### src/rtl/rrca_pkg.sv
package rrca_pkg;

  localparam int WINDOW_DEPTH = 8;
  localparam int IDX_W        = (WINDOW_DEPTH > 1) ? $clog2(WINDOW_DEPTH) : 1;
  localparam int MAX_RESULTS  = 10;
  localparam int CNT_W        = $clog2(MAX_RESULTS + 1);
  localparam int SEQ_W        = 32;
  localparam int LEN_W        = 12;
  localparam int QUEUE_DEPTH  = 2;

  localparam logic KIND_ACK     = 1'b0;
  localparam logic KIND_DELIVER = 1'b1;

  typedef struct packed {
    logic [SEQ_W-1:0] seq;
    logic [LEN_W-1:0] len;
  } item_t;

  typedef struct packed {
    logic             kind;
    logic [SEQ_W-1:0] seq;
    logic [LEN_W-1:0] len;
    logic [SEQ_W-1:0] ack;
    logic             done;
    logic             last;
  } result_t;

  // Sequence number plus length, held at the largest value instead of wrapping.
  function automatic logic [SEQ_W-1:0] sat_add(input logic [SEQ_W-1:0] a,
                                               input logic [LEN_W-1:0] b);
    logic [SEQ_W:0] s;
    s = {1'b0, a} + {{(SEQ_W+1-LEN_W){1'b0}}, b};
    return s[SEQ_W] ? {SEQ_W{1'b1}} : s[SEQ_W-1:0];
  endfunction

endpackage

### src/rtl/rrca_front.sv
module rrca_front (
  input  logic                 clk,
  input  logic                 rst_n,
  input  logic                 in_valid,
  output logic                 in_ready,
  input  rrca_pkg::item_t      in_item,
  output logic                 q_valid,
  output rrca_pkg::item_t      q_item,
  input  logic                 q_pop
);

  rrca_pkg::item_t mem_r [rrca_pkg::QUEUE_DEPTH];
  logic       wr_ptr_r, wr_ptr_nxt;
  logic       rd_ptr_r, rd_ptr_nxt;
  logic [1:0] count_r, count_nxt;
  logic       push;
  logic       pop;

  assign in_ready = (count_r != 2'(rrca_pkg::QUEUE_DEPTH));
  assign q_valid  = (count_r != 2'd0);
  assign q_item   = mem_r[rd_ptr_r];
  assign push     = in_valid && in_ready;
  assign pop      = q_pop && q_valid;

  always_comb begin
    wr_ptr_nxt = push ? ~wr_ptr_r : wr_ptr_r;
    rd_ptr_nxt = pop ? ~rd_ptr_r : rd_ptr_r;
    count_nxt  = count_r + {1'b0, push} - {1'b0, pop};
  end

  always_ff @(posedge clk) begin
    if (!rst_n) begin
      wr_ptr_r <= 1'b0;
      rd_ptr_r <= 1'b0;
      count_r  <= 2'd0;
    end else begin
      wr_ptr_r <= wr_ptr_nxt;
      rd_ptr_r <= rd_ptr_nxt;
      count_r  <= count_nxt;
    end
  end

  always_ff @(posedge clk) begin
    if (push) begin
      mem_r[wr_ptr_r] <= in_item;
    end
  end

endmodule

### src/rtl/rrca_engine.sv
module rrca_engine (
  input  logic                            clk,
  input  logic                            rst_n,
  input  logic                            q_valid,
  input  rrca_pkg::item_t                 q_item,
  output logic                            q_pop,
  input  logic                            cfg_we,
  input  logic [rrca_pkg::SEQ_W-1:0]      cfg_data,
  output logic                            res_valid,
  input  logic                            res_ready,
  output rrca_pkg::result_t               res
);

  localparam logic [1:0] ST_IDLE  = 2'd0;
  localparam logic [1:0] ST_DRAIN = 2'd1;
  localparam logic [1:0] ST_ACK   = 2'd2;

  localparam logic [rrca_pkg::IDX_W-1:0] LAST_IDX =
    rrca_pkg::IDX_W'(rrca_pkg::WINDOW_DEPTH - 1);

  logic [1:0]                    state_r, state_nxt;
  logic [rrca_pkg::SEQ_W-1:0]    expected_r, expected_nxt;
  logic                          finished_r, finished_nxt;
  logic [rrca_pkg::IDX_W-1:0]    idx_r, idx_nxt;
  logic [rrca_pkg::CNT_W-1:0]    n_r, n_nxt;
  logic                          prog_r, prog_nxt;
  logic                          slot_valid_r [rrca_pkg::WINDOW_DEPTH];
  logic [rrca_pkg::SEQ_W-1:0]    slot_seq_r   [rrca_pkg::WINDOW_DEPTH];
  logic [rrca_pkg::LEN_W-1:0]    slot_len_r   [rrca_pkg::WINDOW_DEPTH];
  logic                          out_valid_r;
  rrca_pkg::result_t             out_r;

  logic                          emit_ok;
  logic                          emit;
  rrca_pkg::result_t             emit_res;
  logic                          dup;
  logic                          free_found;
  logic [rrca_pkg::IDX_W-1:0]    free_idx;
  logic                          st_en;
  logic                          clr_en;
  logic                          step;
  logic [rrca_pkg::SEQ_W-1:0]    sum;

  assign res_valid = out_valid_r;
  assign res       = out_r;
  assign emit_ok   = !out_valid_r || res_ready;

  // Duplicate check and lowest free slot, compared across the window at once.
  always_comb begin
    dup        = 1'b0;
    free_found = 1'b0;
    free_idx   = '0;
    for (int i = rrca_pkg::WINDOW_DEPTH - 1; i >= 0; i--) begin
      if (slot_valid_r[i] && slot_seq_r[i] == q_item.seq) begin
        dup = 1'b1;
      end
      if (!slot_valid_r[i]) begin
        free_found = 1'b1;
        free_idx   = rrca_pkg::IDX_W'(i);
      end
    end
  end

  always_comb begin
    state_nxt    = state_r;
    expected_nxt = expected_r;
    finished_nxt = finished_r;
    idx_nxt      = idx_r;
    n_nxt        = n_r;
    prog_nxt     = prog_r;
    q_pop        = 1'b0;
    emit         = 1'b0;
    emit_res     = '{rrca_pkg::KIND_ACK, '0, '0, expected_r, 1'b0, 1'b1};
    st_en        = 1'b0;
    clr_en       = 1'b0;
    step         = 1'b0;
    sum          = '0;
    unique case (state_r)
      ST_IDLE: begin
        if (q_valid) begin
          if (finished_r) begin
            q_pop = 1'b1;
          end else if (emit_ok) begin
            q_pop = 1'b1;
            emit  = 1'b1;
            sum   = rrca_pkg::sat_add(expected_r, q_item.len);
            if (q_item.seq < expected_r) begin
              emit = 1'b1;
            end else if (q_item.seq > expected_r) begin
              st_en = !dup && free_found;
            end else if (q_item.len == '0) begin
              finished_nxt  = 1'b1;
              emit_res.done = 1'b1;
              emit_res.ack  = q_item.seq;
            end else begin
              expected_nxt = sum;
              emit_res     = '{rrca_pkg::KIND_DELIVER, q_item.seq, q_item.len, sum,
                               1'b0, 1'b0};
              n_nxt        = rrca_pkg::CNT_W'(1);
              idx_nxt      = '0;
              prog_nxt     = 1'b0;
              state_nxt    = ST_DRAIN;
            end
          end
        end
      end
      ST_DRAIN: begin
        step = 1'b1;
        sum  = rrca_pkg::sat_add(expected_r, slot_len_r[idx_r]);
        if (slot_valid_r[idx_r] && slot_seq_r[idx_r] < expected_r) begin
          clr_en = 1'b1;
        end else if (slot_valid_r[idx_r] && slot_seq_r[idx_r] == expected_r &&
                     n_r < rrca_pkg::CNT_W'(rrca_pkg::MAX_RESULTS - 1)) begin
          if (slot_len_r[idx_r] == '0) begin
            // An end-of-stream entry stops the drain without a delivery.
            clr_en       = 1'b1;
            finished_nxt = 1'b1;
            state_nxt    = ST_ACK;
            step         = 1'b0;
          end else if (emit_ok) begin
            clr_en       = 1'b1;
            emit         = 1'b1;
            expected_nxt = sum;
            emit_res     = '{rrca_pkg::KIND_DELIVER, slot_seq_r[idx_r], slot_len_r[idx_r],
                             sum, 1'b0, 1'b0};
            n_nxt        = n_r + rrca_pkg::CNT_W'(1);
            prog_nxt     = 1'b1;
          end else begin
            step = 1'b0;
          end
        end
        if (step) begin
          if (idx_r == LAST_IDX) begin
            // Another pass follows only if this one delivered something.
            if (prog_nxt) begin
              idx_nxt  = '0;
              prog_nxt = 1'b0;
            end else begin
              state_nxt = ST_ACK;
            end
          end else begin
            idx_nxt = idx_r + rrca_pkg::IDX_W'(1);
          end
        end
      end
      ST_ACK: begin
        if (emit_ok) begin
          emit          = 1'b1;
          emit_res.done = finished_r;
          state_nxt     = ST_IDLE;
        end
      end
      default: begin
        state_nxt = ST_IDLE;
      end
    endcase
  end

  always_ff @(posedge clk) begin
    if (!rst_n) begin
      state_r     <= ST_IDLE;
      expected_r  <= '0;
      finished_r  <= 1'b0;
      idx_r       <= '0;
      n_r         <= '0;
      prog_r      <= 1'b0;
      out_valid_r <= 1'b0;
      for (int i = 0; i < rrca_pkg::WINDOW_DEPTH; i++) begin
        slot_valid_r[i] <= 1'b0;
      end
    end else begin
      state_r    <= state_nxt;
      expected_r <= expected_nxt;
      finished_r <= finished_nxt;
      idx_r      <= idx_nxt;
      n_r        <= n_nxt;
      prog_r     <= prog_nxt;
      if (emit) begin
        out_valid_r <= 1'b1;
      end else if (res_ready) begin
        out_valid_r <= 1'b0;
      end
      if (st_en) begin
        slot_valid_r[free_idx] <= 1'b1;
      end
      if (clr_en) begin
        slot_valid_r[idx_r] <= 1'b0;
      end
      if (cfg_we) begin
        expected_r <= cfg_data;
      end
    end
  end

  always_ff @(posedge clk) begin
    if (emit) begin
      out_r <= emit_res;
    end
    if (st_en) begin
      slot_seq_r[free_idx] <= q_item.seq;
      slot_len_r[free_idx] <= q_item.len;
    end
  end

endmodule

### src/rtl/reorder_receiver_cumulative_ack_core.sv
// An out-of-order, late or end-of-stream segment gives its single ack, and an in-order one
// its delivery, through the queue entry and then the output register, stalled by out_ready.
// A segment that is not in order leaves the queue as its ack is loaded; an in-order one is
// followed by drain passes, one window slot per cycle unless an output stall holds, then an ack.
// Reset (synchronous, active low) clears the queue, the window valid bits, the expected byte
// and the end-of-stream flag at once; no clearing pass is needed.
module reorder_receiver_cumulative_ack_core (
  input  logic                           clk,
  input  logic                           rst_n,
  input  logic                           in_valid,
  output logic                           in_ready,
  input  logic [rrca_pkg::SEQ_W-1:0]     in_seg_seq,
  input  logic [rrca_pkg::LEN_W-1:0]     in_seg_len,
  output logic                           out_valid,
  input  logic                           out_ready,
  output logic                           out_result_kind,
  output logic [rrca_pkg::SEQ_W-1:0]     out_out_seq,
  output logic [rrca_pkg::LEN_W-1:0]     out_out_len,
  output logic [rrca_pkg::SEQ_W-1:0]     out_ack_number,
  output logic                           out_stream_done,
  output logic                           out_is_last,
  input  logic                           cfg_valid,
  output logic                           cfg_ready,
  input  logic [rrca_pkg::SEQ_W-1:0]     cfg_initial_expected
);

  rrca_pkg::item_t   in_item;
  rrca_pkg::item_t   q_item;
  rrca_pkg::result_t res;
  logic              q_valid;
  logic              q_pop;

  assign in_item   = '{in_seg_seq, in_seg_len};
  assign cfg_ready = 1'b1;

  rrca_front u_front (
    .clk      (clk),
    .rst_n    (rst_n),
    .in_valid (in_valid),
    .in_ready (in_ready),
    .in_item  (in_item),
    .q_valid  (q_valid),
    .q_item   (q_item),
    .q_pop    (q_pop)
  );

  rrca_engine u_engine (
    .clk       (clk),
    .rst_n     (rst_n),
    .q_valid   (q_valid),
    .q_item    (q_item),
    .q_pop     (q_pop),
    .cfg_we    (cfg_valid && cfg_ready),
    .cfg_data  (cfg_initial_expected),
    .res_valid (out_valid),
    .res_ready (out_ready),
    .res       (res)
  );

  assign out_result_kind = res.kind;
  assign out_out_seq     = res.seq;
  assign out_out_len     = res.len;
  assign out_ack_number  = res.ack;
  assign out_stream_done = res.done;
  assign out_is_last     = res.last;

endmodule
### config.mk
export PLATFORM = sky130hd
export DESIGN_NAME = reorder_receiver_cumulative_ack_core
export DESIGN_NICKNAME = d
export VERILOG_FILES = /design/src/rtl/rrca_pkg.sv /design/src/rtl/rrca_front.sv /design/src/rtl/rrca_engine.sv /design/src/rtl/reorder_receiver_cumulative_ack_core.sv
export SDC_FILE = /design/constraint.sdc
export NUM_CORES = 1
export LEC_CHECK = 0
export BUFFER_PORTS_ARGS = -buffer_cell sky130_fd_sc_hd__buf_2
export CORE_MARGIN = 3
export CORE_UTILIZATION = 48
export DETAILED_ROUTE_END_ITERATION = 12
export HOLD_SLACK_MARGIN = 0.15
export PLACE_DENSITY = 0.7
export SYNTH_ARGS = -nofsm -noshare
export SYNTH_HDL_FRONTEND = slang
export SYNTH_SLANG_ARGS = --single-unit
### constraint.sdc
create_clock -name clk -period 10.7 [get_ports clk]
set_input_delay 1.07 -clock clk [delete_from_list [all_inputs] [get_ports clk]]
set_output_delay 1.07 -clock clk [all_outputs]
set_load 0.1 [all_outputs]
==> results.cfg <==
[outcome]
status = complete, no violations

[drt]
routed_wl_mm = 116.7
postRouteAntennaNets = 0
drtIter0Drc = 3188
vias = 23160
drc = 0
post_drt_wl_per_cell_um = 33.44
drtPass1Iterations = 8
drt-vias-per-instance = 6.634

[synth]
syn_nets = 2618
syn-instance-count = 2441
netlist_area_mm2 = 0.03077
synth_fa_ha_area_share_pct = 3.953
synth_common_cells = edfxtp_1 (519), xnor2_1 (271), nand2_1 (118), nor2_1 (118), a21oi_1 (117)
synthSimpleGateAreaFrac_pct = 9.858
synth-edff-count = 519
ys_seq_area_share_pct = 54.56
post-synth-top-count-cell = edfxtp_1
synth_compound_area_share_pct = 10.45
synthMuxAreaShare_pct = 10.04
synthDistinctLibCells = 81
ys_seq_elements = 579
postSynthAreaPerCell_um2 = 12.60
synth_ff_type = edfxtp_1
async_reset_ff_share_pct = 0
synth_top_area_cell = edfxtp_1
synth_top_family_by_area = compound AO/OA/AOI/OAI gates
synthXorXnorAreaFrac_pct = 8.199
ys_warn_count = 0
synth.area.top_cells = edfxtp_1 (51%), xnor2_1 (7.7%), mux4_2 (6.5%)
yosys.area.top_type_share_pct = 50.66

[floorplanning]
die_x_um = 259.2
die_y_um = 259.2
initial_core_util_pct = 48.68
core_mm2 = 0.06320
rows = 92
die-area_mm2 = 0.06717
ios = 163

[setup_path]
crit_fanout = 55
cp_data_required_time_ns = 10.97
rrSetupSlack_ns = 3.75
critPathTopFamily = compound AO/OA/AOI/OAI gates
start_kind = flip-flop
cpMostUsedCell = buf_4
cpPeakStageDelay_ns = 1.04
critPathKind = flip-flop to flip-flop
critPathArrivalTime_ns = 7.22
crit_slowest_cell = a2111oi_0
crit_buf_inv = 2
path_cells = buf_4, mux4_2, mux2_2, ha_1, a211oi_1, o21a_1, o31ai_1, a2111oi_0, a31o_2, nor2_4, nor2_1, o21ai_4, buf_4
end_kind = flip-flop

[power_and_ir_drop]
p_per_area_mw_per_mm2 = 252.9
p_leak_uw = 0.01121
total_power_uw = 8756
irDropWorstVdd_v = 0.0001678

[clocking]
cts_resized = 0
cts_buffers = 61
cts_htree_levels = 2
cts_tree = done
clk_latency_ns = 0.67
cts_sinks = 579
cts_hold_buf = 0
cts_root_buffer = clkbuf_16
postCtsSetupBuffers = 0
path_clk_slew_ns = 0.06
clk_path_buf_depth = 3

[timing]
fin_crit_sh_pct = 64.92
tns_ns = 0
drv_slew = 0
worst_pin_slew_ns = 1.419
hold_violations = 0
setup_ws_ns = 3.754
rsz0062_at_grt = no
fin_skew_ns = 0.04440
slew_headroom_pct = 4.391
setup_viol = 0
final.min_clock_period_ns = 6.946
clock.fmax_ghz = 0.1440

[run]
cap_violations = 0

[global_routing]
antenna_found_initial = 4
grt_pass1_vias = 22020
grt_usage_pct = 34.15
grt_max_degree = 69
grt_pass1_wl_mm = 163.2
overflow = 0

[cells_and_area]
fin_util_pct = 54.78
nNetsFinal = 2769
finalNonFillerCells = 3491
syn2layout_area_growth_pct = 12.53
drive_gt1_share_pct = 19.03
fill_cells = 5303

[place]
hpwl_mm = 86.99
place_congestion = 1.049
post-place-ws_ns = 3.890
portBuffers = 161
place_inst = 3375

[hold_path]
hp-class = flip-flop to flip-flop
[power breakdown]
| part | switching (uW) | internal (uW) |
|---|---|---|
| registers | 176 | 2950 |
| logic | 2650 | 884 |
| clock network | 918 | 1180 |
[logic make-up (layout without fill, tap and decap cells)]
logic type / count (synthesis) / in the layout
flip-flops: 579 / 579
XOR/XNOR: 288 / 288
adder cells (fa/ha/maj): 96 / 96
AO/OA/AOI/OAI: 475 / 475
other: 1 / 3
AND/OR/NAND/NOR: 598 / 598
buffers and inverters: 216 / 418
multiplexers: 188 / 188
[routing by layer]
metal | track usage (%) | routed length [um] | up-vias
li1 | - | - | 9730
met3 | 7.336 | 12980 | 247
met1 | 47.58 | 46390 | 11670
met2 | 52.52 | 52040 | 1507
met5 | 0 | 38 | -
met4 | 13.38 | 5296 | 6
[worst register-to-register path, cell delays in order (launching register included)]
cell,delay (ns)
dfxtp_4,0.86
buf_4,0.88
mux4_2,0.65
mux2_2,0.36
ha_1,0.36
a211oi_1,0.22
o21a_1,0.17
o31ai_1,0.07
a2111oi_0,1.04
a31o_2,0.37
nor2_4,0.05
nor2_1,0.51
o21ai_4,0.45
buf_4,0.49
[worst paths after layout]
check | startpoint | to | cells after the start
max | flip-flop | u_engine.res[59] | 13
min | u_engine.n_r[3] | u_engine.n_r[3] | 2
max reg2reg | flip-flop | u_engine.res[59] | 13
min reg2reg | u_engine.n_r[3] | u_engine.n_r[3] | 2
[placed cells by master, fill, tap and decap left out, drive strengths merged, types with 8 or more instances in the layout]
cell type / n
ha: 94
mux2: 53
nor4: 80
mux4: 89
nand2b: 20
a22oi: 8
buf: 218
a21oi: 118
clkbuf: 79
clkinv: 26
xnor2: 271
a211oi: 19
nand4: 37
o21a: 10
inv: 85
o21ai: 96
nor2: 118
dfxtp: 60
or3: 15
nor3: 79
nor2b: 14
o22ai: 16
or4: 10
o2bb2ai: 31
xor2: 17
a31oi: 22
and3: 12
a21o: 18
edfxtp: 519
mux2i: 46
nand3: 64
o211ai: 19
o31ai: 14
nand2: 118
a32o: 12
[stage by stage]
step / instance area, um2 / hold WS (ns)
floorplan: 30770 / 0.4337
global route: 34610 / 0.5232
finish: 34620 / 0.4835
CTS: 34610 / 0.4865
detailed placement: 32640 / 0.4813
global placement: 32640 / 0.4593
[cell type report]
cell class                      instances  area, um2  share of cell area (%)
Antenna cell                            2      5.005                 0.01446
Clock buffer                           79       1637                   4.727
Clock inverter                         35      337.8                  0.9758
Inverter                               86      322.8                  0.9325
Multi-Input combinational cell       1646      13230                   38.21
Sequential cell                       579      16800                   48.52
Tap cell                              846       1059                   3.058
Timing Repair Buffer                  218       1234                   3.564
[state kept, by name, summed over array words and instances, names as in the netlist, 3 cells and up, named ones only]
signal / count
u_front.mem_r: 88
u_engine.n_r: 4
u_engine.expected_r: 32
u_engine.idx_r: 3
u_engine.slot_len_r: 96
u_engine.slot_seq_r: 256
u_engine.res: 79
u_engine.slot_valid_r: 8
Note: power is estimated with default switching activity, not from simulation.
